**config.mk**
```make
export PLATFORM = sky130hd
export DESIGN_NAME = gait_freeze_peak_detector
export DESIGN_NICKNAME = d
export VERILOG_FILES = /design/src/rtl/core/gfpd_pkg.sv /design/src/rtl/core/gfpd_smoother.sv /design/src/rtl/core/gfpd_peak.sv /design/src/rtl/core/gait_freeze_peak_detector.sv
export SDC_FILE = /design/constraint.sdc
export NUM_CORES = 2
export LEC_CHECK = 0
export ABC_AREA = 1
export BUFFER_PORTS_ARGS = -buffer_cell sky130_fd_sc_hd__buf_2
export CAP_MARGIN = 30
export CORE_ASPECT_RATIO = 1.25
export CORE_MARGIN = 4
export CORE_UTILIZATION = 60
export DETAILED_ROUTE_END_ITERATION = 10
export PLACE_DENSITY = 0.76
export SYNTH_ARGS = -nofsm -noshare
export SYNTH_HDL_FRONTEND = slang
export SYNTH_HIERARCHICAL = 1
export SYNTH_SLANG_ARGS = --single-unit
```
**constraint.sdc**
```tcl
create_clock -name clk -period 22 [get_ports clk]
set_input_delay 3.3 -clock clk [delete_from_list [all_inputs] [get_ports clk]]
set_output_delay 3.3 -clock clk [all_outputs]
set_load 0.05 [all_outputs]
```
**src/rtl/core/gfpd_pkg.sv**
```systemverilog
package gfpd_pkg;

  localparam int HALF_WINDOW_DEF = 5;

  localparam int SAMPLE_W = 16;
  localparam int TIME_W   = 32;
  localparam int RAW_HIST = 4;  // older raw samples kept beside the incoming one

  // 1-3-5-3-1 kernel sum of five 16-bit samples spans -425984 to +425971
  localparam int SUM_W = 20;
  localparam int MAG_W = 19;

  // x / 13 == (x * ceil(2^24 / 13)) >> 24, exact for x < 2^24 / 12
  localparam int             DIV13_SHIFT  = 24;
  localparam int             DIV13_MULT_W = 21;
  localparam logic [20:0]    DIV13_MULT   = 21'd1290556;

  localparam int           CFG_IDX_W          = 8;
  localparam logic [7:0]   CFG_PEAK_THRESHOLD = 8'd0;
  localparam logic [7:0]   CFG_FREEZE_WINDOW  = 8'd1;

  localparam logic signed [15:0] PEAK_THRESHOLD_RST = 16'sd10000;
  localparam logic [15:0]        FREEZE_WINDOW_RST  = 16'd600;
  localparam logic [15:0]        FREEZE_COUNT_MAX   = 16'hFFFF;

  typedef struct packed {
    logic signed [SAMPLE_W-1:0] peak_threshold;
    logic [15:0]                freeze_window_ms;
  } gfpd_cfg_t;

  typedef struct packed {
    logic                       first;
    logic                       sm_valid;
    logic signed [SAMPLE_W-1:0] sm;
    logic [TIME_W-1:0]          ts;
  } gfpd_smooth_t;

endpackage

```
**src/rtl/core/gfpd_smoother.sv**
```systemverilog
module gfpd_smoother (
  input  logic                                clk,
  input  logic                                rst_n,
  input  logic                                in_valid,
  output logic                                in_ready,
  input  logic signed [gfpd_pkg::SAMPLE_W-1:0] in_sample,
  input  logic [gfpd_pkg::TIME_W-1:0]          in_timestamp_ms,
  output logic                                s_valid,
  input  logic                                s_ready,
  output gfpd_pkg::gfpd_smooth_t              s_data
);

  localparam int PROD_W = gfpd_pkg::MAG_W + gfpd_pkg::DIV13_MULT_W;
  localparam logic [2:0] CNT_SAT = 3'd4;

  logic signed [gfpd_pkg::SAMPLE_W-1:0] raw_r [gfpd_pkg::RAW_HIST];
  logic [2:0]                           cnt_r;

  // stage 1: kernel sum, split into sign and magnitude
  logic                                 s1_v_r;
  logic                                 s1_neg_r;
  logic [gfpd_pkg::MAG_W-1:0]           s1_mag_r;
  logic                                 s1_first_r;
  logic                                 s1_smv_r;
  logic [gfpd_pkg::TIME_W-1:0]          s1_ts_r;

  // stage 2: divided value
  logic                                 s2_v_r;
  gfpd_pkg::gfpd_smooth_t               s2_r;

  logic                                 s1_ready;
  logic                                 s2_ready;
  logic                                 in_xfer;
  logic signed [gfpd_pkg::SUM_W-1:0]    x0, x1, x2, x3, x4;
  logic signed [gfpd_pkg::SUM_W-1:0]    sum;
  logic [gfpd_pkg::MAG_W-1:0]           mag;
  logic [PROD_W-1:0]                    prod;
  logic [gfpd_pkg::SAMPLE_W-1:0]        quo;
  logic [gfpd_pkg::SAMPLE_W:0]          quo_s;
  gfpd_pkg::gfpd_smooth_t               s2_nxt;

  assign s2_ready = !s2_v_r || s_ready;
  assign s1_ready = !s1_v_r || s2_ready;
  assign in_ready = s1_ready;
  assign in_xfer  = in_valid && s1_ready;

  always_comb begin
    x0  = gfpd_pkg::SUM_W'(raw_r[0]);
    x1  = gfpd_pkg::SUM_W'(raw_r[1]);
    x2  = gfpd_pkg::SUM_W'(raw_r[2]);
    x3  = gfpd_pkg::SUM_W'(raw_r[3]);
    x4  = gfpd_pkg::SUM_W'(in_sample);
    sum = x0 + (x1 <<< 1) + x1 + (x2 <<< 2) + x2 + (x3 <<< 1) + x3 + x4;
    mag = sum[gfpd_pkg::SUM_W-1] ? gfpd_pkg::MAG_W'(-sum) : gfpd_pkg::MAG_W'(sum);
  end

  always_comb begin
    prod  = PROD_W'(s1_mag_r) * PROD_W'(gfpd_pkg::DIV13_MULT);
    quo   = prod[gfpd_pkg::DIV13_SHIFT +: gfpd_pkg::SAMPLE_W];
    quo_s = s1_neg_r ? -{1'b0, quo} : {1'b0, quo};
    s2_nxt.first    = s1_first_r;
    s2_nxt.sm_valid = s1_smv_r;
    s2_nxt.sm       = s1_smv_r ? quo_s[gfpd_pkg::SAMPLE_W-1:0] : '0;
    s2_nxt.ts       = s1_ts_r;
  end

  always_ff @(posedge clk) begin
    if (!rst_n) begin
      s1_v_r <= 1'b0;
      s2_v_r <= 1'b0;
      cnt_r  <= '0;
    end else begin
      if (s1_ready) s1_v_r <= in_valid;
      if (s2_ready) s2_v_r <= s1_v_r;
      if (in_xfer && cnt_r != CNT_SAT) cnt_r <= cnt_r + 3'd1;
    end
  end

  always_ff @(posedge clk) begin
    if (in_xfer) begin
      for (int i = 0; i < gfpd_pkg::RAW_HIST - 1; i++) raw_r[i] <= raw_r[i+1];
      raw_r[gfpd_pkg::RAW_HIST-1] <= in_sample;
      s1_neg_r   <= sum[gfpd_pkg::SUM_W-1];
      s1_mag_r   <= mag;
      s1_first_r <= (cnt_r == '0);
      s1_smv_r   <= (cnt_r == CNT_SAT);
      s1_ts_r    <= in_timestamp_ms;
    end
    if (s1_v_r && s2_ready) s2_r <= s2_nxt;
  end

  assign s_valid = s2_v_r;
  assign s_data  = s2_r;

endmodule

```
**src/rtl/core/gfpd_peak.sv**
```systemverilog
module gfpd_peak #(
  parameter int HALF_WINDOW = gfpd_pkg::HALF_WINDOW_DEF
) (
  input  logic                                 clk,
  input  logic                                 rst_n,
  input  gfpd_pkg::gfpd_cfg_t                  cfg,
  input  logic                                 s_valid,
  output logic                                 s_ready,
  input  gfpd_pkg::gfpd_smooth_t               s_data,
  output logic                                 out_valid,
  input  logic                                 out_ready,
  output logic                                 out_smoothed_valid,
  output logic signed [gfpd_pkg::SAMPLE_W-1:0] out_smoothed_value,
  output logic                                 out_peak_found,
  output logic [gfpd_pkg::TIME_W-1:0]          out_peak_time_ms,
  output logic [gfpd_pkg::TIME_W-1:0]          out_peak_interval_ms,
  output logic                                 out_freeze_found,
  output logic [15:0]                          out_freeze_count
);

  localparam int SMOOTH_DEPTH = 2 * HALF_WINDOW + 1;
  localparam int TIME_DEPTH   = HALF_WINDOW + 2;
  localparam int SCNT_W       = $clog2(SMOOTH_DEPTH + 1);
  localparam logic [SCNT_W-1:0] SCNT_FULL = SCNT_W'(SMOOTH_DEPTH - 1);

  logic signed [gfpd_pkg::SAMPLE_W-1:0] win_r [SMOOTH_DEPTH];
  logic [gfpd_pkg::TIME_W-1:0]          time_r [TIME_DEPTH];
  logic [SCNT_W-1:0]                    scnt_r;
  logic [gfpd_pkg::TIME_W-1:0]          lpt_r;
  logic [15:0]                          tot_r;

  logic                                 out_v_r;
  logic                                 smv_r;
  logic signed [gfpd_pkg::SAMPLE_W-1:0] sm_r;
  logic                                 peak_r;
  logic [gfpd_pkg::TIME_W-1:0]          ptime_r;
  logic [gfpd_pkg::TIME_W-1:0]          pint_r;
  logic                                 frz_r;

  logic                                 xfer;
  logic signed [gfpd_pkg::SAMPLE_W-1:0] win_nxt [SMOOTH_DEPTH];
  logic signed [gfpd_pkg::SAMPLE_W-1:0] center;
  logic                                 full;
  logic                                 peak_nxt;
  logic [gfpd_pkg::TIME_W-1:0]          lpt_eff;
  logic [gfpd_pkg::TIME_W-1:0]          ptime;
  logic [gfpd_pkg::TIME_W-1:0]          pint;
  logic                                 frz_nxt;
  logic [15:0]                          tot_nxt;

  assign s_ready = !out_v_r || out_ready;
  assign xfer    = s_valid && s_ready;

  always_comb begin
    for (int i = 0; i < SMOOTH_DEPTH - 1; i++) begin
      win_nxt[i] = s_data.sm_valid ? win_r[i+1] : win_r[i];
    end
    win_nxt[SMOOTH_DEPTH-1] = s_data.sm_valid ? s_data.sm : win_r[SMOOTH_DEPTH-1];
    center = win_nxt[HALF_WINDOW];
    full   = s_data.sm_valid && (scnt_r >= SCNT_FULL);

    peak_nxt = full && (center > cfg.peak_threshold);
    for (int i = 0; i < SMOOTH_DEPTH; i++) begin
      if (i != HALF_WINDOW && !(center > win_nxt[i])) peak_nxt = 1'b0;
    end

    // before the first peak the interval runs from the stream's first timestamp
    lpt_eff = s_data.first ? s_data.ts : lpt_r;
    ptime   = time_r[0];
    pint    = ptime - lpt_eff;
    frz_nxt = peak_nxt && (pint < {16'b0, cfg.freeze_window_ms});
    tot_nxt = (frz_nxt && tot_r != gfpd_pkg::FREEZE_COUNT_MAX) ? tot_r + 16'd1 : tot_r;
  end

  always_ff @(posedge clk) begin
    if (!rst_n) begin
      out_v_r <= 1'b0;
      scnt_r  <= '0;
      lpt_r   <= '0;
      tot_r   <= '0;
    end else begin
      if (s_ready) out_v_r <= s_valid;
      if (xfer) begin
        if (s_data.sm_valid && scnt_r != SCNT_W'(SMOOTH_DEPTH)) scnt_r <= scnt_r + SCNT_W'(1);
        if (peak_nxt) lpt_r <= ptime;
        else if (s_data.first) lpt_r <= s_data.ts;
        tot_r <= tot_nxt;
      end
    end
  end

  always_ff @(posedge clk) begin
    if (xfer) begin
      for (int i = 0; i < SMOOTH_DEPTH; i++) win_r[i] <= win_nxt[i];
      for (int i = 0; i < TIME_DEPTH - 1; i++) time_r[i] <= time_r[i+1];
      time_r[TIME_DEPTH-1] <= s_data.ts;
      smv_r   <= s_data.sm_valid;
      sm_r    <= s_data.sm;
      peak_r  <= peak_nxt;
      ptime_r <= peak_nxt ? ptime : '0;
      pint_r  <= peak_nxt ? pint : '0;
      frz_r   <= frz_nxt;
    end
  end

  assign out_valid            = out_v_r;
  assign out_smoothed_valid   = smv_r;
  assign out_smoothed_value   = sm_r;
  assign out_peak_found       = peak_r;
  assign out_peak_time_ms     = ptime_r;
  assign out_peak_interval_ms = pint_r;
  assign out_freeze_found     = frz_r;
  assign out_freeze_count     = tot_r;

`ifndef ASSERT_OFF
  a_freeze_needs_peak: assert property (@(posedge clk) disable iff (!rst_n)
    out_v_r && frz_r |-> peak_r)
    else $error("freeze reported without a peak");

  a_total_monotonic: assert property (@(posedge clk) disable iff (!rst_n)
    1'b1 |=> (tot_r == $past(tot_r)) || (tot_r == $past(tot_r) + 16'd1))
    else $error("freeze total moved by more than one");

  a_total_counts_freeze: assert property (@(posedge clk) disable iff (!rst_n)
    xfer && frz_nxt && tot_r != gfpd_pkg::FREEZE_COUNT_MAX |=>
      tot_r == $past(tot_r) + 16'd1)
    else $error("freeze not counted");

  a_peak_updates_base: assert property (@(posedge clk) disable iff (!rst_n)
    xfer && peak_nxt |=> lpt_r == ptime_r)
    else $error("previous peak time not updated on peak");

  a_peak_needs_full: assert property (@(posedge clk) disable iff (!rst_n)
    xfer && peak_nxt |-> scnt_r >= SCNT_FULL)
    else $error("peak tested before window filled");
`endif

endmodule

```
**src/rtl/core/gait_freeze_peak_detector.sv**
```systemverilog
// Smooths a stream of accelerometer samples with a 1-3-5-3-1 kernel (divided
// by 13, truncated toward zero) and flags a peak when the center of the last
// 2*HALF_WINDOW+1 smoothed values is strictly above all its neighbors and
// above peak_threshold. Each peak reports its timestamp and the interval since
// the previous peak (the first interval counts from the first timestamp after
// reset); an interval below freeze_window_ms is a freeze and bumps a saturating
// 16-bit counter. Every input transfer yields exactly one result transfer. The
// block takes one sample per clock unless out_ready stalls it, and passes it
// through a kernel-sum stage, a divide-by-13 stage on one 19x21 reciprocal
// multiply, and a peak/interval stage that feeds the output register. Smoothed
// values appear from the fifth sample, peak tests from sample 2*HALF_WINDOW+5.
// Write cfg registers (index 0 peak_threshold, index 1 freeze_window_ms; other
// indexes are ignored) only while no results are outstanding.
module gait_freeze_peak_detector #(
  parameter int HALF_WINDOW = gfpd_pkg::HALF_WINDOW_DEF
) (
  input  logic                                  clk,
  input  logic                                  rst_n,
  input  logic                                  in_valid,
  output logic                                  in_ready,
  input  logic signed [gfpd_pkg::SAMPLE_W-1:0]  in_sample,
  input  logic [gfpd_pkg::TIME_W-1:0]           in_timestamp_ms,
  output logic                                  out_valid,
  input  logic                                  out_ready,
  output logic                                  out_smoothed_valid,
  output logic signed [gfpd_pkg::SAMPLE_W-1:0]  out_smoothed_value,
  output logic                                  out_peak_found,
  output logic [gfpd_pkg::TIME_W-1:0]           out_peak_time_ms,
  output logic [gfpd_pkg::TIME_W-1:0]           out_peak_interval_ms,
  output logic                                  out_freeze_found,
  output logic [15:0]                           out_freeze_count,
  input  logic                                  cfg_valid,
  output logic                                  cfg_ready,
  input  logic [gfpd_pkg::CFG_IDX_W-1:0]        cfg_index,
  input  logic [15:0]                           cfg_wdata
);

  gfpd_pkg::gfpd_cfg_t    cfg_r;
  logic                   s_valid;
  logic                   s_ready;
  gfpd_pkg::gfpd_smooth_t s_data;

  assign cfg_ready = 1'b1;

  always_ff @(posedge clk) begin
    if (!rst_n) begin
      cfg_r.peak_threshold   <= gfpd_pkg::PEAK_THRESHOLD_RST;
      cfg_r.freeze_window_ms <= gfpd_pkg::FREEZE_WINDOW_RST;
    end else if (cfg_valid && cfg_ready) begin
      case (cfg_index)
        gfpd_pkg::CFG_PEAK_THRESHOLD: cfg_r.peak_threshold   <= cfg_wdata;
        gfpd_pkg::CFG_FREEZE_WINDOW:  cfg_r.freeze_window_ms <= cfg_wdata;
        default: ;
      endcase
    end
  end

  gfpd_smoother u_smoother (
    .clk             (clk),
    .rst_n           (rst_n),
    .in_valid        (in_valid),
    .in_ready        (in_ready),
    .in_sample       (in_sample),
    .in_timestamp_ms (in_timestamp_ms),
    .s_valid         (s_valid),
    .s_ready         (s_ready),
    .s_data          (s_data)
  );

  gfpd_peak #(
    .HALF_WINDOW (HALF_WINDOW)
  ) u_peak (
    .clk                  (clk),
    .rst_n                (rst_n),
    .cfg                  (cfg_r),
    .s_valid              (s_valid),
    .s_ready              (s_ready),
    .s_data               (s_data),
    .out_valid            (out_valid),
    .out_ready            (out_ready),
    .out_smoothed_valid   (out_smoothed_valid),
    .out_smoothed_value   (out_smoothed_value),
    .out_peak_found       (out_peak_found),
    .out_peak_time_ms     (out_peak_time_ms),
    .out_peak_interval_ms (out_peak_interval_ms),
    .out_freeze_found     (out_freeze_found),
    .out_freeze_count     (out_freeze_count)
  );

endmodule
```
==> metrics.txt <==
first-pass GRT wire length 164,900 um; Setup CP Type input port to flop; synth warn 6; Post-CTS Resized 0; skew final 0.02801 ns; Final Cycle Share 0.3338; GR Overflow Total 0; Synth Cell Area 45,870 um^2; post-route core utilization 0.6623; top-level port count 179; vias in the first global route 31,730; WL/cell 17.54 um; register area 21,350 um^2; CTS tree done; multi-input logic area 20,560 um^2; Max Fclk 0.1362 GHz; Post-CTS Setup Inserts 0; Max Cap Violations 0; CTS root buf clkbuf_16; final hold vios 0; IO buf count 177; Final TNS setup 0 ns; top cells by count, synth inv_1, nand2_1, edfxtp_1, ha_1, nor2_1; die height 317.1 um; metal3 WL 5458 um; Synth area leader edfxtp_1; Core Region 75,920 um^2; Max clock buf depth 3; Iter 0 DRT Violations 2,212; CTS clk-pin slew, worst paths 0.06 ns; die width 255.3 um; layout cells sized above 1 0.1158; die area 80,970 um^2; Final min period 7.345 ns; Core Rows 113; initial antenna violation count 0; largest net degree at the start of global routing 197; async set-or-reset flop fraction in the synthesized netlist 0; Synth Flop Type edfxtp_1; min-delay worst type flop to flop; status completed; final WL 104,100 um; CP Capture Type flop; filler instances 5,875; H-Tree Level Count 3; Worst EP required 22.36 ns; # clock sinks 741; RePlAce Congestion 0.9184; Met2 Routed Length 52,510 um; hpwl dp 78,820 um; fin. max-slew vios 0; #FFs+latches synth 741; worst skew pair latency 0.62 ns; Worst EP arrival 7.70 ns; First-pass DRT Iterations 6; Post-DRT Antenna Nets 0; most frequent cell after synthesis inv_1; hold buffers post-CTS 0; uppermost routed layer met4; Initial Util 0.6042; share of the synthesized area in the top cell type 0.4262; synth top area cells edfxtp_1, ha_1, fa_1; DRT met1 WL 41,420 um; DRC 0; Worst Path Max Fanout 3; GRT Resource Usage Total 0.2571; Nets 5,610; syn nets 5,406; Post-Syn Area per Cell 9.772 um^2; Syn-to-layout area delta 9.621%; via count 31,650; Yosys cell types 58; relative slew slack 0.1474; Mapped Cells 4,694; Worst Tran Pin Value 1.279 ns; Post-synth EDFFs 651; Setup violations, final 0; cts bufs inserted 75; vias per cell 5.333; startpoint types input port; register area share after synthesis 0.4655; unrepaired setup endpoints after global routing false
worst max-delay path, cell delays in order:
cell and delay [ns]:
buf_2 0.12, fa_1 0.50, fa_1 0.53, fa_1 0.52
fa_1 0.49, ha_1 0.25, fa_1 0.44, xnor2_1 0.30
nand4_1 0.21, nor3b_2 0.29, nand3_2 0.14, nor2_2 0.16
nand3_1 0.11, nor2_2 0.12, nand3_1 0.09, nand3_1 0.09
nand2_1 0.05
layer usage:
layer  vias to the layer above  GRT usage
met5                         -          0
met4                         0     0.1132
met3                       226    0.03552
met2                       887     0.4608
met1                     15010     0.3130
li1                      15530          -
cells by family after synthesis:
group                    synth area share
AO/OA/AOI/OAI                     0.05974
buffers and inverters             0.08666
flip-flops                         0.4655
multiplexers                     0.006547
AND/OR/NAND/NOR                    0.1612
other                          0.00008175
XOR/XNOR                          0.01110
adder cells (fa/ha/maj)            0.2092
cell usage in the layout, fill, tap and decap left out, drive strengths merged, types with 90 or more instances in the layout:
master	n
a21oi	170
or2	137
nor2	444
dfxtp	90
ha	415
edfxtp	651
nand2	840
o21ai	308
clkbuf	95
nand3	148
buf	210
inv	966
fa	220
final cells by class:
class / instances / share of cell area
Sequential cell: 741 / 0.4246
Multi-Input combinational cell: 2909 / 0.4089
Inverter: 961 / 0.07194
Clock buffer: 95 / 0.04046
Tap cell: 977 / 0.02431
Timing Repair Buffer: 210 / 0.02269
Clock inverter: 41 / 0.007092
Antenna cell: 1 / 0.00004977
state kept, by name, summed over array words and instances, names as in the netlist, 32 cells and up:
name,cells
cfg_r,32
u_peak/lpt_r,32
u_peak/out_peak_interval_ms,32
u_peak/out_peak_time_ms,32
u_peak/time_r,224
u_peak/win_r,176
u_smoother/raw_r,64
u_smoother/s1_ts_r,32
u_smoother/s_data,50
metrics by stage:
step / hold slack (ns) / area [um^2] / cells / setup slack (ns)
floorplan: 0.4003 / 45870 / 4694 / 3.219
global route: 0.4052 / 50280 / 5934 / 14.36
CTS: 0.3995 / 50280 / 5934 / 14.68
finish: 0.4091 / 50280 / 5935 / 14.66
detailed placement: 0.4045 / 47890 / 5798 / 14.01
global placement: 0.4008 / 47880 / 5796 / 14.15
final timing paths:
check                                       startpoint                 endpoint  slack (ns)  cells past startpoint
worst max-delay path                      in_sample[3]  u_smoother/s1_mag_r[18]       14.66                     17
worst min-delay path              u_peak/time_r[4][30]     u_peak/time_r[3][30]        0.41                      0
worst max register to register  u_smoother/s1_mag_r[8]    u_smoother/s_data[47]       15.59                     26
worst min register to register    u_peak/time_r[4][30]     u_peak/time_r[3][30]        0.41                      0
Power is left out: the tool's default activity adds up to more than one toggle a clock period on the data nets, which glitch-free logic cannot reach.
